===== config.mk =====
export PLATFORM = sky130hd
export DESIGN_NAME = edns_option_filter_hash_core
export DESIGN_NICKNAME = d
export VERILOG_FILES = /design/src/rtl/eofh_pkg.sv /design/src/rtl/edns_option_filter_hash_core.sv
export SDC_FILE = /design/constraint.sdc
export NUM_CORES = 2
export LEC_CHECK = 0
export BUFFER_PORTS_ARGS = -buffer_cell sky130_fd_sc_hd__buf_2
export CAP_MARGIN = 10
export CORE_MARGIN = 2
export CORE_UTILIZATION = 55
export CTS_CLUSTER_DIAMETER = 30
export DETAILED_ROUTE_END_ITERATION = 12
export PLACE_DENSITY = 0.69
export SLEW_MARGIN = 20
export SYNTH_ARGS = -nofsm -noshare
export SYNTH_HDL_FRONTEND = slang
export SYNTH_SLANG_ARGS = --single-unit

===== constraint.sdc =====
create_clock -name i_clk -period 7.7 [get_ports i_clk]
set_clock_uncertainty 0.1 [all_clocks]
set_input_delay 0.77 -clock i_clk [delete_from_list [all_inputs] [get_ports i_clk]]
set_output_delay 0.77 -clock i_clk [all_outputs]
set_load 0.02 [all_outputs]

===== src/rtl/eofh_pkg.sv =====
package eofh_pkg;

    localparam logic [63:0] FNV_BASIS = 64'h14650fb0739d0383;
    localparam logic [63:0] FNV_PRIME = 64'h00000100000001b3;
    localparam logic [15:0] COOKIE_RESET = 16'd10;

    localparam logic ACT_DATA = 1'b0;
    localparam logic ACT_END  = 1'b1;

    typedef logic [63:0] t_hash;

    // multiply by the 64-bit prime as shifts and adds: bits 40, 8, 7, 5, 4, 1, 0
    function automatic t_hash fnv_step(input t_hash h, input logic [7:0] b);
        t_hash x;
        x = h ^ {56'd0, b};
        return (x << 40) + (x << 8) + (x << 7) + (x << 5) + (x << 4) + (x << 1) + x;
    endfunction

endpackage


===== src/rtl/edns_option_filter_hash_core.sv =====
// Filters and hashes the data of an EDNS OPT record. Feed one word per byte
// (action low) and then one end word (action high). Options whose code equals
// the cookie code register (reset 10) are dropped; every byte of the other
// options, headers included, goes into a kept-byte count and a 64-bit hash
// (FNV-1a prime, nonstandard offset basis). Only the end word yields a result
// word: well_formed, kept_length and option_hash, with length and hash zero
// for a malformed record and the hash zero when nothing was kept. A new word
// is taken every cycle; each word is held in the input register while the
// parse and hash logic works on it, and a result enters the output register
// when its end word leaves the input register. The output register lets
// input continue while a result waits; only a second end word stalls behind
// an untaken result. Write the cookie code only while no record is in flight.
module edns_option_filter_hash_core (
    input  logic                  i_clk,
    input  logic                  i_rst_n,
    input  logic                  i_cfg_valid,
    output logic                  o_cfg_ready,
    input  logic [15:0]           i_cookie_option_code,
    input  logic                  i_in_valid,
    output logic                  o_in_ready,
    input  logic                  i_action,
    input  logic [7:0]            i_data_byte,
    output logic                  o_out_valid,
    input  logic                  i_out_ready,
    output logic                  o_well_formed,
    output logic [15:0]           o_kept_length,
    output eofh_pkg::t_hash       o_option_hash
);
    import eofh_pkg::*;

    logic [15:0] r_cookie;

    logic        r_in_valid;
    logic        r_action;
    logic [7:0]  r_data;

    logic [1:0]  r_phase, n_phase;
    logic [23:0] r_hdr, n_hdr;
    logic [15:0] r_body, n_body;
    logic        r_skip, n_skip;
    t_hash       r_commit, n_commit;
    t_hash       r_tent, n_tent;
    logic [15:0] r_kept, n_kept;
    logic [16:0] r_bytes, n_bytes;

    logic        r_out_valid;
    logic        r_well_formed, n_well_formed;
    logic [15:0] r_kept_length, n_kept_length;
    t_hash       r_option_hash, n_option_hash;

    logic        advance;
    logic        is_end;

    assign is_end      = r_in_valid && (r_action == ACT_END);
    assign advance     = r_in_valid && (!is_end || !r_out_valid || i_out_ready);
    assign o_in_ready  = !r_in_valid || advance;
    assign o_cfg_ready = 1'b1;

    always_comb begin
        logic [31:0] hdr_full;
        logic [15:0] body_dec;
        logic        ok;
        n_phase       = r_phase;
        n_hdr         = r_hdr;
        n_body        = r_body;
        n_skip        = r_skip;
        n_commit      = r_commit;
        n_tent        = r_tent;
        n_kept        = r_kept;
        n_bytes       = r_bytes;
        n_well_formed = 1'b0;
        n_kept_length = 16'd0;
        n_option_hash = '0;
        hdr_full      = {r_hdr, r_data};
        body_dec      = r_body - 16'd1;
        ok            = (r_phase == 2'd0) && (r_body == 16'd0) && !r_bytes[16];
        if (r_action == ACT_END) begin
            n_well_formed = ok;
            n_kept_length = ok ? r_kept : 16'd0;
            n_option_hash = (ok && r_kept != 16'd0) ? r_commit : '0;
            n_phase       = 2'd0;
            n_hdr         = '0;
            n_body        = 16'd0;
            n_skip        = 1'b0;
            n_commit      = FNV_BASIS;
            n_tent        = FNV_BASIS;
            n_kept        = 16'd0;
            n_bytes       = 17'd0;
        end else begin
            if (!r_bytes[16]) begin
                n_bytes = r_bytes + 17'd1;
            end
            if (r_body != 16'd0) begin
                if (!r_skip) begin
                    n_tent = fnv_step(r_tent, r_data);
                end
                n_body = body_dec;
                if (body_dec == 16'd0) begin
                    if (!r_skip) begin
                        n_commit = n_tent;
                        n_kept   = r_kept + r_hdr[15:0] + 16'd4;
                    end else begin
                        n_tent = r_commit;
                    end
                    n_skip = 1'b0;
                end
            end else begin
                n_tent  = fnv_step(r_tent, r_data);
                n_hdr   = hdr_full[23:0];
                n_phase = r_phase + 2'd1;
                if (r_phase == 2'd3) begin
                    n_skip = (hdr_full[31:16] == r_cookie);
                    n_body = hdr_full[15:0];
                    if (n_skip) begin
                        n_tent = r_commit;
                    end
                    // empty body closes the option at once
                    if (hdr_full[15:0] == 16'd0) begin
                        if (!n_skip) begin
                            n_commit = n_tent;
                            n_kept   = r_kept + 16'd4;
                        end
                        n_skip = 1'b0;
                    end
                end
            end
        end
    end

    always_ff @(posedge i_clk) begin
        if (!i_rst_n) begin
            r_cookie <= COOKIE_RESET;
        end else if (i_cfg_valid && o_cfg_ready) begin
            r_cookie <= i_cookie_option_code;
        end
    end

    always_ff @(posedge i_clk) begin
        if (!i_rst_n) begin
            r_in_valid <= 1'b0;
        end else if (o_in_ready) begin
            r_in_valid <= i_in_valid;
        end
    end

    always_ff @(posedge i_clk) begin
        if (i_in_valid && o_in_ready) begin
            r_action <= i_action;
            r_data   <= i_data_byte;
        end
    end

    always_ff @(posedge i_clk) begin
        if (!i_rst_n) begin
            r_phase  <= 2'd0;
            r_hdr    <= '0;
            r_body   <= 16'd0;
            r_skip   <= 1'b0;
            r_commit <= FNV_BASIS;
            r_tent   <= FNV_BASIS;
            r_kept   <= 16'd0;
            r_bytes  <= 17'd0;
        end else if (advance) begin
            r_phase  <= n_phase;
            r_hdr    <= n_hdr;
            r_body   <= n_body;
            r_skip   <= n_skip;
            r_commit <= n_commit;
            r_tent   <= n_tent;
            r_kept   <= n_kept;
            r_bytes  <= n_bytes;
        end
    end

    always_ff @(posedge i_clk) begin
        if (!i_rst_n) begin
            r_out_valid <= 1'b0;
        end else if (advance && is_end) begin
            r_out_valid <= 1'b1;
        end else if (i_out_ready) begin
            r_out_valid <= 1'b0;
        end
    end

    always_ff @(posedge i_clk) begin
        if (advance && is_end) begin
            r_well_formed <= n_well_formed;
            r_kept_length <= n_kept_length;
            r_option_hash <= n_option_hash;
        end
    end

    assign o_out_valid   = r_out_valid;
    assign o_well_formed = r_well_formed;
    assign o_kept_length = r_kept_length;
    assign o_option_hash = r_option_hash;

endmodule


==> metrics.txt <==
# TYPE chip_impl_metric gauge
chip_impl_info{name="status",value="finished, final reports clean"} 1
chip_impl_metric{name="maximum_number_of_pins_on_one_net_before_global_route_repair",unit=""} 78
chip_impl_metric{name="final.setup.tns",unit="ns"} 0
chip_impl_metric{name="regToRegSetupSlack",unit="ns"} 0.49
chip_impl_info{name="worstSetupPathType",value="reg -> reg"} 1
chip_impl_metric{name="i_o_pin_count",unit=""} 114
chip_impl_metric{name="groute.layer.met2.usage",unit="%"} 56.15
chip_impl_info{name="startpoint_type",value="register"} 1
chip_impl_metric{name="die_w",unit="um"} 220.6
chip_impl_metric{name="synth-edff-count",unit=""} 90
chip_impl_metric{name="clk_transition_reported_paths",unit="ns"} 0.05
chip_impl_metric{name="number_of_buffers_created_by_cts",unit=""} 76
chip_impl_metric{name="grt.total_usage",unit="%"} 35.03
chip_impl_metric{name="critical_path_arrival",unit="ns"} 7.63
chip_impl_info{name="whs_endpoint",value="r_action"} 1
chip_impl_info{name="critPathCaptureType",value="register"} 1
chip_impl_metric{name="h-tree-depth",unit=""} 3
chip_impl_metric{name="dr_total_vias",unit=""} 22622
chip_impl_metric{name="maxClockFrequency",unit="MHz"} 138.6
chip_impl_info{name="crit-reg2reg-capture",value="r_tent[61]"} 1
chip_impl_metric{name="seq_area_frac_synth",unit="%"} 27.69
chip_impl_metric{name="final_layout_size_suffix_gt1_share",unit="%"} 10.58
chip_impl_metric{name="first_global_vias",unit=""} 22522
chip_impl_info{name="ctsRootBufferMaster",value="sky130_fd_sc_hd__clkbuf_16"} 1
chip_impl_metric{name="placeableCoreArea",unit="um^2"} 46460
chip_impl_metric{name="grt_first_pass_wirelength",unit="um"} 129700
chip_impl_info{name="rsz_0062_raised_after_global_routing",value="no"} 1
chip_impl_metric{name="cts_resized",unit=""} 0
chip_impl_metric{name="routed_wl",unit="um"} 84190
chip_impl_metric{name="fp.dieArea",unit="um^2"} 48680
chip_impl_metric{name="finalNetCount",unit=""} 3431
chip_impl_metric{name="timing_worst_slew_pin_value",unit="ns"} 1.154
chip_impl_info{name="top_usage_layer",value="met2"} 1
chip_impl_metric{name="critPathMaxFanout",unit=""} 8
chip_impl_metric{name="finalMaxSlewViolations",unit=""} 0
chip_impl_metric{name="synth_to_final_area_change",unit="%"} 14.38
chip_impl_metric{name="ctsHoldBuffers",unit=""} 0
chip_impl_metric{name="syn_nets",unit=""} 3354
chip_impl_info{name="timing.hold.worst.class",value="in -> reg"} 1
chip_impl_metric{name="hold_violations",unit=""} 0
chip_impl_metric{name="synth_cell_types",unit=""} 90
chip_impl_metric{name="final_period_minus_worst_setup_slack",unit="ns"} 7.213
chip_impl_metric{name="globalRouteOverflowTotal",unit=""} 0
chip_impl_metric{name="grt_antenna_before_repair",unit=""} 0
chip_impl_metric{name="dp.final_hpwl",unit="um"} 61090
chip_impl_metric{name="detail_route.first_pass.iterations",unit=""} 6
chip_impl_metric{name="timing.final.setup_violations",unit=""} 0
chip_impl_metric{name="cts_post_setup_buffers_inserted",unit=""} 0
chip_impl_metric{name="synthArstFlopShare",unit="%"} 0
chip_impl_metric{name="numPortBuffers",unit=""} 112
chip_impl_metric{name="die_y",unit="um"} 220.6
chip_impl_metric{name="clockBufferDepth",unit=""} 3
chip_impl_metric{name="route.detailed.wl_per_inst",unit="um"} 22.88
chip_impl_metric{name="syn_avg_cell_area",unit="um^2"} 8.804
chip_impl_metric{name="detailed_router_s_first_iteration_violation_count",unit=""} 2497
chip_impl_metric{name="min_delay_path_depth",unit=""} 1
chip_impl_info{name="layout_commonest_cell",value="sky130_fd_sc_hd__inv_1"} 1
chip_impl_metric{name="floorplan.initialDensity",unit="%"} 55.56
chip_impl_info{name="most-common-layout-cells",value="416 x sky130_fd_sc_hd__inv_1, 246 x sky130_fd_sc_hd__fa_1, 236 x sky130_fd_sc_hd__nor2_1"} 1
chip_impl_metric{name="vias_per_cell",unit=""} 6.147
chip_impl_metric{name="maxSlewHeadroom",unit="%"} 22.99
chip_impl_metric{name="maxCapViolations",unit=""} 0
chip_impl_metric{name="syn-cell-area",unit="um^2"} 25810
chip_impl_metric{name="cts_sinks",unit=""} 312
chip_impl_metric{name="synth-seq-cells",unit=""} 312
chip_impl_metric{name="timing.final.crit_share",unit="%"} 93.68
chip_impl_metric{name="ff2ff_path_depth",unit=""} 17
chip_impl_info{name="crit-reg2reg-launch",value="r_data[3]"} 1
chip_impl_metric{name="yosysWarnings",unit=""} 0
chip_impl_metric{name="globalRouteMet3Util",unit="%"} 6.337
chip_impl_info{name="synth-main-ff-cell",value="sky130_fd_sc_hd__dfxtp_1"} 1
chip_impl_info{name="min_from",value="i_action"} 1
chip_impl_info{name="clock_tree_from_tritoncts",value="done"} 1
chip_impl_metric{name="floorplan.rows",unit=""} 79
chip_impl_metric{name="post_synth_inst_count",unit=""} 2932
chip_impl_metric{name="antenna_left",unit=""} 0
chip_impl_metric{name="grt_met1_usage",unit="%"} 46.61
chip_impl_metric{name="remaining_drc_errors",unit=""} 0
chip_impl_metric{name="cp_data_required_time",unit="ns"} 8.12
chip_impl_metric{name="finalWeightedCongestion",unit=""} 0.9465
chip_impl_metric{name="clkLatencyLatePin",unit="ns"} 0.62
Yosys cell counts, types with 11 or more instances:
| master | instances | area, um^2 |
|---|---|---|
| sky130_fd_sc_hd__clkbuf_1 | 109 | 409.1 |
| sky130_fd_sc_hd__ha_1 | 146 | 1827 |
| sky130_fd_sc_hd__o21bai_1 | 16 | 120.1 |
| sky130_fd_sc_hd__o21ai_0 | 163 | 815.8 |
| sky130_fd_sc_hd__o22ai_1 | 28 | 175.2 |
| sky130_fd_sc_hd__dfxtp_1 | 222 | 4444 |
| sky130_fd_sc_hd__nand2b_1 | 13 | 81.33 |
| sky130_fd_sc_hd__nor2_1 | 240 | 900.9 |
| sky130_fd_sc_hd__or3_1 | 19 | 118.9 |
| sky130_fd_sc_hd__nor3_1 | 54 | 270.3 |
| sky130_fd_sc_hd__buf_2 | 17 | 85.08 |
| sky130_fd_sc_hd__a211oi_1 | 38 | 285.3 |
| sky130_fd_sc_hd__nor4_1 | 21 | 131.4 |
| sky130_fd_sc_hd__nand2_1 | 218 | 818.3 |
| sky130_fd_sc_hd__a21o_1 | 38 | 285.3 |
| sky130_fd_sc_hd__edfxtp_1 | 90 | 2703 |
| sky130_fd_sc_hd__xnor2_1 | 80 | 700.7 |
| sky130_fd_sc_hd__o211ai_1 | 37 | 277.8 |
| sky130_fd_sc_hd__a21oi_1 | 216 | 1081 |
| sky130_fd_sc_hd__mux2i_1 | 35 | 350.3 |
| sky130_fd_sc_hd__and2_1 | 19 | 118.9 |
| sky130_fd_sc_hd__a31oi_1 | 34 | 212.7 |
| sky130_fd_sc_hd__nand3_1 | 39 | 195.2 |
| sky130_fd_sc_hd__o21a_1 | 13 | 97.59 |
| sky130_fd_sc_hd__and3_1 | 77 | 481.7 |
| sky130_fd_sc_hd__buf_1 | 12 | 45.04 |
| sky130_fd_sc_hd__inv_1 | 418 | 1569 |
| sky130_fd_sc_hd__fa_1 | 246 | 4925 |
| sky130_fd_sc_hd__xor2_1 | 37 | 324.1 |
| sky130_fd_sc_hd__a22oi_1 | 49 | 367.9 |
| sky130_fd_sc_hd__a221oi_1 | 11 | 96.34 |
| sky130_fd_sc_hd__nand4_1 | 24 | 150.1 |
per-stage QoR:
stage | worst slack (ns) | instances | util (%) | hold slack (ns) | area, um^2
floorplan | 2.071 | 2932 | - | 0.3355 | 25810
global placement | 0.9413 | 3538 | 57.68 | 0.3441 | 26800
detailed placement | 0.7032 | 3538 | 57.68 | 0.3548 | 26800
CTS | 0.6401 | 3679 | 63.55 | 0.2122 | 29520
global route | 0.1417 | 3679 | 63.55 | 0.2331 | 29520
finish | 0.4870 | 3680 | 63.55 | 0.2334 | 29520
layer usage:
metal,share of wire [%],vias up
met2,46,1080
met1,41,11098
met5,0,-
met3,8.8,227
li1,-,10217
met4,4.2,0
sequential cells by signal (all words and copies together) (netlist names):
name and cells:
o_kept_length 16, r_body 16, r_phase 2, r_hdr 24, o_option_hash 64, o_well_formed 1
r_action 1, r_skip 1, r_bytes 17, o_out_valid 1, r_data 8, r_commit 64
r_tent 64, r_kept 16, r_cookie 16, r_in_valid 1
critical path, cell delays in order (launching register included):
cell	delay, ns
sky130_fd_sc_hd__edfxtp_1	0.45
sky130_fd_sc_hd__xnor2_1	0.73
sky130_fd_sc_hd__inv_1	0.30
sky130_fd_sc_hd__fa_1	0.57
sky130_fd_sc_hd__fa_1	0.58
sky130_fd_sc_hd__fa_1	0.42
sky130_fd_sc_hd__ha_1	0.29
sky130_fd_sc_hd__ha_1	0.35
sky130_fd_sc_hd__o211ai_1	0.12
sky130_fd_sc_hd__o211ai_1	0.32
sky130_fd_sc_hd__a31oi_1	0.27
sky130_fd_sc_hd__nor4_1	0.73
sky130_fd_sc_hd__o2111ai_1	0.28
sky130_fd_sc_hd__a21oi_1	0.70
sky130_fd_sc_hd__a41oi_1	0.23
sky130_fd_sc_hd__nor3_1	0.26
sky130_fd_sc_hd__o32ai_1	0.14
sky130_fd_sc_hd__a221oi_1	0.28
worst max path at each step:
| stage | to | startpoint | depth (start not counted) |
|---|---|---|---|
| floorplan | r_commit[48] | r_data[7] | 19 |
| global placement | r_commit[63] | r_data[3] | 17 |
| detailed placement | r_tent[61] | r_data[3] | 17 |
| CTS | r_tent[61] | r_data[3] | 17 |
| global route | r_tent[61] | r_data[3] | 17 |
| finish | r_tent[61] | r_data[3] | 17 |
cell families (layout without fill, tap and decap cells):
group	after synthesis	in the layout	share of synthesized area (%)
flops	312	312	27.69
fa+ha+maj	392	392	26.16
other cells	1	2	0.01453
simple gates	771	771	14.13
xor+xnor	117	117	3.970
compound gates	732	732	17.84
buf+inv	566	706	8.551
mux	41	41	1.648
final cells by class:
type / instances / area, um^2
fill: 3935 / 16930
multi-input combinational: 2054 / 16500
sequential: 312 / 7148
clock buffer: 86 / 1981
inverter: 419 / 1577
timing repair buffer: 146 / 815.8
tap: 607 / 759.5
clock inverter: 55 / 744.5
antenna: 1 / 2.502
Power is not shown: default switching activity piles up to over one toggle a cycle in this logic, so the estimate is an artifact.
